[src/hdl/enfa_pkg.sv]
// ----------------------------------------------------------------------------
// enfa_pkg
// Shared types and constants for the epsilon-NFA string matcher.
// ----------------------------------------------------------------------------
package enfa_pkg;

    localparam int MAX_STATES      = 32;
    localparam int MAX_TRANSITIONS = 64;
    localparam int SYMBOL_BITS     = 8;
    localparam int CELLS_PER_GROUP = 8;
    localparam int NUM_GROUPS      = MAX_TRANSITIONS / CELLS_PER_GROUP;
    localparam int STATE_BITS      = $clog2(MAX_STATES);
    localparam int CELL_IDX_BITS   = $clog2(CELLS_PER_GROUP);
    localparam int GROUP_IDX_BITS  = $clog2(NUM_GROUPS);

    typedef logic [MAX_STATES-1:0] state_set_t;

    typedef enum logic [1:0] {
        ACT_WRITE = 2'd0,
        ACT_BEGIN = 2'd1,
        ACT_CHAR  = 2'd2
    } action_t;

    typedef enum logic [2:0] {
        ST_IDLE,
        ST_HIT,
        ST_GROUP,
        ST_REDUCE,
        ST_HOLD
    } fsm_state_t;

    typedef struct packed {
        action_t     action;
        logic [5:0]  entry_index;
        logic        entry_valid;
        logic [4:0]  from_state;
        logic [4:0]  to_state;
        logic        epsilon_edge;
        logic [7:0]  symbol;
    } item_t;

    typedef struct packed {
        logic        accepted;
        logic [31:0] active_states;
    } result_t;

    typedef struct packed {
        logic                   valid;
        logic                   eps;
        logic [STATE_BITS-1:0]  src;
        logic [STATE_BITS-1:0]  dst;
        logic [SYMBOL_BITS-1:0] sym;
    } edge_t;

    typedef struct packed {
        logic                   eps_mode;
        logic [SYMBOL_BITS-1:0] sym;
        state_set_t             set;
    } pass_t;

endpackage

[src/hdl/enfa_edge_cell.sv]
// ----------------------------------------------------------------------------
// enfa_edge_cell
// Holds one transition entry; fires its target bit into the chain accumulator.
// ----------------------------------------------------------------------------
module enfa_edge_cell (
    input  logic                clk,
    input  logic                rst_n,
    input  logic                wr_en,
    input  enfa_pkg::edge_t     wr_edge,
    input  enfa_pkg::pass_t     pass,
    input  enfa_pkg::state_set_t acc_in,
    output enfa_pkg::state_set_t acc_out
);

    enfa_pkg::edge_t      edge_reg;
    logic                 valid_reg;
    enfa_pkg::state_set_t hit_reg;
    enfa_pkg::state_set_t hit_next;
    logic                 fire;

    always_ff @(posedge clk or negedge rst_n)
    begin
        if (!rst_n)
        begin
            valid_reg <= 1'b0;
        end
        else if (wr_en)
        begin
            valid_reg <= wr_edge.valid;
        end
    end

    always_ff @(posedge clk)
    begin
        if (wr_en)
        begin
            edge_reg <= wr_edge;
        end
        hit_reg <= hit_next;
    end

    always_comb
    begin
        fire = valid_reg && pass.set[edge_reg.src] &&
               (pass.eps_mode ? edge_reg.eps
                              : (!edge_reg.eps && (edge_reg.sym == pass.sym)));
        hit_next = '0;
        hit_next[edge_reg.dst] = fire;
    end

    assign acc_out = acc_in | hit_reg;

endmodule

[src/hdl/enfa_edge_group.sv]
// ----------------------------------------------------------------------------
// enfa_edge_group
// A short chain of edge cells; registers the chained target set at its end.
// ----------------------------------------------------------------------------
module enfa_edge_group (
    input  logic                                  clk,
    input  logic                                  rst_n,
    input  logic                                  wr_en,
    input  logic [enfa_pkg::CELL_IDX_BITS-1:0]    wr_cell,
    input  enfa_pkg::edge_t                       wr_edge,
    input  enfa_pkg::pass_t                       pass,
    output enfa_pkg::state_set_t                  hits
);

    enfa_pkg::state_set_t chain [enfa_pkg::CELLS_PER_GROUP+1];
    enfa_pkg::state_set_t hits_reg;

    assign chain[0] = '0;

    for (genvar i = 0; i < enfa_pkg::CELLS_PER_GROUP; i++)
    begin : g_cell
        enfa_edge_cell u_cell (
            .clk     (clk),
            .rst_n   (rst_n),
            .wr_en   (wr_en && (wr_cell == enfa_pkg::CELL_IDX_BITS'(i))),
            .wr_edge (wr_edge),
            .pass    (pass),
            .acc_in  (chain[i]),
            .acc_out (chain[i+1])
        );
    end

    always_ff @(posedge clk)
    begin
        hits_reg <= chain[enfa_pkg::CELLS_PER_GROUP];
    end

    assign hits = hits_reg;

endmodule
[config.mk]
export PLATFORM = sky130hd
export DESIGN_NAME = enfa_edge_group
export DESIGN_NICKNAME = d
export VERILOG_FILES = /design/src/hdl/enfa_pkg.sv /design/src/hdl/enfa_edge_cell.sv /design/src/hdl/enfa_edge_group.sv
export SDC_FILE = /design/constraint.sdc
export NUM_CORES = 1
export LEC_CHECK = 0
export ABC_AREA = 1
export BUFFER_PORTS_ARGS = -buffer_cell sky130_fd_sc_hd__buf_4
export CAP_MARGIN = 10
export CORE_UTILIZATION = 45
export DETAILED_ROUTE_END_ITERATION = 7
export PLACE_DENSITY_LB_ADDON = 0.12
export SYNTH_ARGS = -nofsm -noshare
export SYNTH_HDL_FRONTEND = slang
export SYNTH_SLANG_ARGS = --single-unit
[constraint.sdc]
create_clock -name clk -period 1.5 [get_ports clk]
set_input_delay 0.3 -clock clk [delete_from_list [all_inputs] [get_ports clk]]
set_output_delay 0.3 -clock clk [all_outputs]
set_load 0.1 [all_outputs]
==> run metrics, run 1 <==
Layout fillers roughly 3600; Via Count 15932; Die W ~210 µm; most used cell along the critical path nand3_2; Finished Layout Cells between 3000 and 4000; Avg Cell Area, Syn between 8 and 9 µm²; area growth from synthesis to layout 31.40%; Port-buffer cells 98; clk buf depth 3; largest net degree at the start of global routing 33; First DRT Iteration DRCs between 1000 and 1500; H-tree Lvls 2; via density per instance around 5.2; Synth Register Bits 448; Relative slew margins 0.5698; Core Area 40920 µm²; Final Routed Wirelength between 60000 and 70000 µm; die area roughly 42000 µm²; Setup Skew between 0.03 and 0.04 ns; multi-input logic area 7317 µm²; Ports between 90 and 100; setup TNS -44.35 ns; Ys Warns 0; Worst VDD drop about 0.90 mV; # DRC 0; row cnt 74; Synth cell types 26; CTS tree done; Slowest-stage cell, CP edfxtp_1; diode count 0; post-DR wirelength/cell slightly below 20 µm; arrival time at the worst endpoint about 2.3 ns; worst-path cell chain clkinv_4, nand2_2, nand3_2, nand3_2, nand3_2, nand3_4, nand3_4, buf_12, nor2_2; CP Launch Type register; register area approximately 11000 µm²; worst min-delay path class primary input to register; GPL Wtd Cong approximately 0.97; Skew-Pair Late Insertion Delay ~0.6 ns; final setup fails 259; Worst-path clk slew ~0.060 ns; placed insts between 2000 and 3000; Root Driver clkbuf_16; hpwl dp slightly above 40000 µm; area post-placement approximately 22000 µm²; die span in y a little over 200 µm; vias in the first global route 15268; share of layout cells above drive strength 1 0.3167; Setup CP Type register to register; Final Slew Violations 0; MaxCap Viol Count 0; failing checks negative setup slack; area of the mapped netlist roughly 19000 µm²; cells after synthesis ~2100; Crit path max-delay family simple AND/OR/NAND/NOR gates; first-pass GRT wire length a little under 90000 µm; drt first pass iters 6; Buf+Inv Stages, Crit Path 2; Final WS setup -0.2923 ns; design area about 25000 µm²; Starting Density 0.4565; Lkg Pwr approximately 0.01 µW; post-synthesis sequential area ratio 0.5637; Worst setup EP type register; Syn Nets 2185; Power Density 1154 nW/µm²; CTS Buf Count between 40 and 50; initial antenna violation count 0; GR Overflow Total 0; min Tclk post-route 1.792 ns; RSZ-0062 raised after global routing true; GRT Total Usage 0.2811; largest stage delay on the critical path approximately 0.56 ns; Final Net Count around 2600; Fin. Hold Viols 0; Final Cycle Share 1.195; status finished with violations; max FFs per register around 260; Sink Count between 400 and 500; Worst Max-Slew Pin Slew approximately 0.64 ns; Crit path required time 2.02 ns; Max FO, Critical Path 14; Peak Freq between 500 and 600 MHz; Post-DRT Antenna Nets 0
-- cell families after synthesis --
logic type,synth area share
compound gates,0.01875
xor+xnor,0.007033
buf+inv,0.07341
flops,0.5637
simple gates,0.3371
-- per-stage QoR --
step           total power, µW  hold slack (ns)  setup WS (ns)    util
4_1_cts                  28210         0.008113        -0.2146  0.5800
6_report                 28340          0.03253        -0.2923  0.5998
3_5_place_dp             15690           0.1307        -0.4288  0.5280
3_3_place_gp             15660           0.1301        -0.4345  0.5280
5_1_grt                  29180         0.004088        -0.3762  0.5998
2_1_floorplan            14570         0.004409        -0.2536       -
-- cell usage in the layout (no fill, tap or decap), drive strengths merged --
cell type / instances
bufinv: 3
clkinv: 17
clkbuf: 84
o21ai: 10
inv: 186
nand3: 242
buf: 362
or2: 1
nor4: 64
a21oi: 24
xor2: 1
nor3: 64
dlygate4sd3: 14
nand2: 653
nor2: 316
dfxtp: 288
dfrtp: 8
edfxtp: 152
o211ai: 22
xnor2: 14
nand4: 7
-- worst paths after layout --
check / startpoint / to / slack (ns) / cells past startpoint
min: wr_edge[17] / g_cell[5].u_cell.edge_reg[17] / 0.03 / 1
max in group asynchronous: rst_n / g_cell[3].u_cell.valid_reg / 1.29 / 2
max: g_cell[4].u_cell.edge_reg[13] / g_cell[4].u_cell.hit_reg[17] / -0.29 / 9
min reg2reg: g_cell[7].u_cell.hit_reg[10] / hits[10] / 0.41 / 2
min in group asynchronous: rst_n / g_cell[7].u_cell.valid_reg / 0.07 / 2
max reg2reg: g_cell[4].u_cell.edge_reg[13] / g_cell[4].u_cell.hit_reg[17] / -0.29 / 9
-- report_power, final --
group | total, µW | internal [µW] | switching, µW | leakage, µW
sequential | 12900 | 12800 | 137 | 0.00379
clock | 12500 | 7460 | 5000 | 0.000848
combinational | 2950 | 1110 | 1840 | 0.00544
-- timing repair --
action                     in CTS  in global routing
resized for setup              39                107
setup endpoints to repair     286                284
hold endpoints to repair      102                  0
hold buffers                   14                  0
pin swaps                       7                 29
cloned                          3                 16
setup buffers                   3                 10
-- cell usage after synthesis --
library cell  number  area [µm²]
xnor2_1           14       122.6
nor3_1            64       320.3
a21oi_2            4       35.03
inv_4             12       75.07
buf_4             11       82.58
nand4_1            7       43.79
nand2_1          652        2447
dfxtp_1          288        5766
xor2_1             1       8.760
nor4_1            64       400.4
nand2_2            1       6.260
dfrtp_1            8       200.2
inv_1            174       653.1
o211ai_1          22       165.2
nand3_2           13       130.1
edfxtp_1         152        4564
a21oi_1           20       100.1
inv_6              1       8.760
o21ai_0           10       50.05
nor2_4             2       22.52
or2_0              1       6.260
buf_2              9       45.04
buf_6             45       506.7
nor2_1            76       285.3
nand3_1          229        1146
nor2_2           238        1489
-- metal layers --
layer  vias to the layer above  routed length, µm  global-route usage
met5                         -                  0                   0
met4                         0               2434              0.1201
met3                       149               4138             0.04324
met2                       640              29000              0.4792
met1                      7524              25140              0.3522
li1                       7619                  -                   -
-- area by class of cell --
type | instances | area share
clock buffer | 73 | 0.06122
inverter | 187 | 0.03064
timing repair inverter | 2 | 0.0004588
timing repair buffer | 387 | 0.1454
sequential | 448 | 0.4290
clock inverter | 17 | 0.008054
tap | 532 | 0.02712
multi-input combinational | 1418 | 0.2981
(Power assumes the default switching activity.)
==> run 2: changes to the inputs <==
--- a/config.mk
+++ b/config.mk
@@ -11,6 +11,7 @@
 export CORE_UTILIZATION = 45
 export DETAILED_ROUTE_END_ITERATION = 7
 export PLACE_DENSITY_LB_ADDON = 0.12
+export SKIP_CTS_REPAIR_TIMING = 1
 export SYNTH_ARGS = -nofsm -noshare
 export SYNTH_HDL_FRONTEND = slang
 export SYNTH_SLANG_ARGS = --single-unit
==> run 2 against run 1 <==
Routed wire length fell by 0.58%; the flow still finishes with violations (negative setup slack); critical path type unchanged; via count fell by 0.42%; non-clock buffer count fell by 3; critical endpoint is now g_cell[5].u_cell.hit_reg[29].
==> run metrics, run 2 (synthesis gave the netlist of run 1 again) <==
Ports 99 (unchanged); Fin. Hold Viols 0 (unchanged); MaxCap Viol Count 0 (unchanged); largest net degree at the start of global routing 33 (unchanged); status finished with violations; Final Cycle Share 1.201 (+0.006252); final setup fails 261 (+0.77%); Worst-path clk slew 0.06 ns (about the same); area growth from synthesis to layout 30.88%; Layout fillers 3595 (-0.028%); commonest non-fill, non-tap cell in the layout nand2_1; Lkg Pwr 0.01003 µW (-0.52%); worst min-delay path class primary input to register; CTS tree done; reg2reg start g_cell[5].u_cell.edge_reg[13]; worst reg2reg endpoint g_cell[5].u_cell.hit_reg[29]; GPL Wtd Cong 0.9691 (unchanged); CTS Buf Count 48 (unchanged); Worst VDD drop 0.9001 mV (-0.27%); share of layout cells above drive strength 1 0.3092 (-0.007533); Starting Density 0.4565 (unchanged); post-DR wirelength/cell 19.72 µm (-0.49%); Port-buffer cells 98 (unchanged); min Tclk post-route 1.802 ns (+0.009378 ns); Max FO, Critical Path 8 (-6); worst r2r path cells 9 (unchanged); Peak Freq 555.0 MHz (-0.52%); Final WS setup -0.3016 ns (-0.009378 ns); Core Area 40920 µm² (unchanged); H-tree Lvls 2 (unchanged); row cnt 74 (unchanged); failing checks negative setup slack; die area 42330 µm² (unchanged); hpwl dp 40900 µm (unchanged); Via Count 15865 (-0.42%); Critical Path Source g_cell[5].u_cell.edge_reg[13]; vias in the first global route 15091 (-1.2%); drt first pass iters 6 (unchanged); First DRT Iteration DRCs 1170 (-5.7%); Root Driver clkbuf_16; via density per instance 5.183 (-0.32%); Setup CP Type register to register; Post-DRT Antenna Nets 0 (unchanged); Worst Max-Slew Pin Slew 0.6564 ns (+0.01691 ns); GR Overflow Total 0 (unchanged); most frequent cells in the layout nand2_1 (643), buf_4 (316), dfxtp_1 (288), nor2_2 (224), nand3_1 (208); Die W 205.7 µm (unchanged); GRT Total Usage 0.2781 (-0.003077); die span in y 205.7 µm (unchanged); diode count 0 (unchanged); Crit path required time 1.98 ns (-0.04 ns); worst hold path cell count 1 (unchanged); Final Net Count 2556 (-0.12%); arrival time at the worst endpoint 2.28 ns (-0.04 ns); # DRC 0 (unchanged); Skew-Pair Late Insertion Delay 0.61 ns (about the same); clk buf depth 3 (unchanged); Relative slew margins 0.5584 (-0.01138); Worst setup EP type register; first-pass GRT wire length 87230 µm (-1.1%); CP Launch Type register; WHS 0.02609 ns (-0.006439 ns); Setup Skew 0.03805 ns (+0.003084 ns); max FFs per register 256 (unchanged); Power Density 1158 nW/µm² (+0.26%); Final Slew Violations 0 (unchanged); RSZ-0062 raised after global routing true; Final Routed Wirelength 60350 µm (-0.58%); initial antenna violation count 0 (unchanged); crit path to g_cell[5].u_cell.hit_reg[29]; R2R Setup Slk -0.30 ns (about the same); Sink Count 448 (unchanged); setup TNS -45.35 ns (-1.001 ns)
## run 2: worst min path at each step
| stage | endpoint | from | slack, ns |
|---|---|---|---|
| floorplan | g_cell[0].u_cell.valid_reg | rst_n | 0.004 |
| CTS | g_cell[7].u_cell.valid_reg | rst_n | -0.49 |
| detailed placement | g_cell[6].u_cell.valid_reg | rst_n | 0.13 |
| global route | g_cell[3].u_cell.edge_reg[12] | wr_edge[12] | 0.004 |
| finish | g_cell[0].u_cell.edge_reg[12] | wr_edge[12] | 0.03 |
| global placement | g_cell[6].u_cell.valid_reg | rst_n | 0.13 |
## run 2: metal layers
metal / vias up / GRT usage / share of wire
met3: 144 / 0.04308 / 0.065
met5: - / 0 / 0
met4: 0 / 0.1090 / 0.037
li1: 7611 / - / -
met2: 592 / 0.4787 / 0.48
met1: 7518 / 0.3478 / 0.42
## run 2: power by group
group	leakage [µW]	internal [µW]	switching (µW)
Clock	0.000848	7460	5000
Sequential	0.00379	12800	136
Combinational	0.00539	1100	1820
## run 2: cell type report
cell class	count	area [µm²]	share of cell area
Sequential cell	448	10530	0.4307
Tap cell	532	665.6	0.02723
Clock buffer	73	1503	0.06146
Inverter	187	749.5	0.03066
Timing Repair Buffer	384	3550	0.1452
Multi-Input combinational cell	1418	7243	0.2963
Timing Repair inverter	2	10.01	0.0004094
Clock inverter	17	197.7	0.008086
## run 2: through the flow
| step | util | setup slack, ns | area (µm²) | power, µW | std cells |
|---|---|---|---|---|---|
| floorplan | - | -0.2536 | 18690 | 14570 | 2118 |
| global placement | 0.5280 | -0.4345 | 21610 | 15660 | 2930 |
| detailed placement | 0.5280 | -0.4288 | 21610 | 15690 | 2930 |
| CTS | 0.5696 | -0.3391 | 23310 | 28070 | 3020 |
| global route | 0.5974 | -0.3493 | 24450 | 29140 | 3061 |
| finish | 0.5974 | -0.3016 | 24450 | 28300 | 3061 |
## run 2: critical path: stages, from the launching register on
cell and delay, ns:
edfxtp_1 0.39, buf_6 0.16, buf_12 0.13, o211ai_1 0.18, nand3_1 0.11, nand3_2 0.10
nand3_4 0.10, nand3_4 0.24, clkbuf_16 0.23, nor2_4 0.03
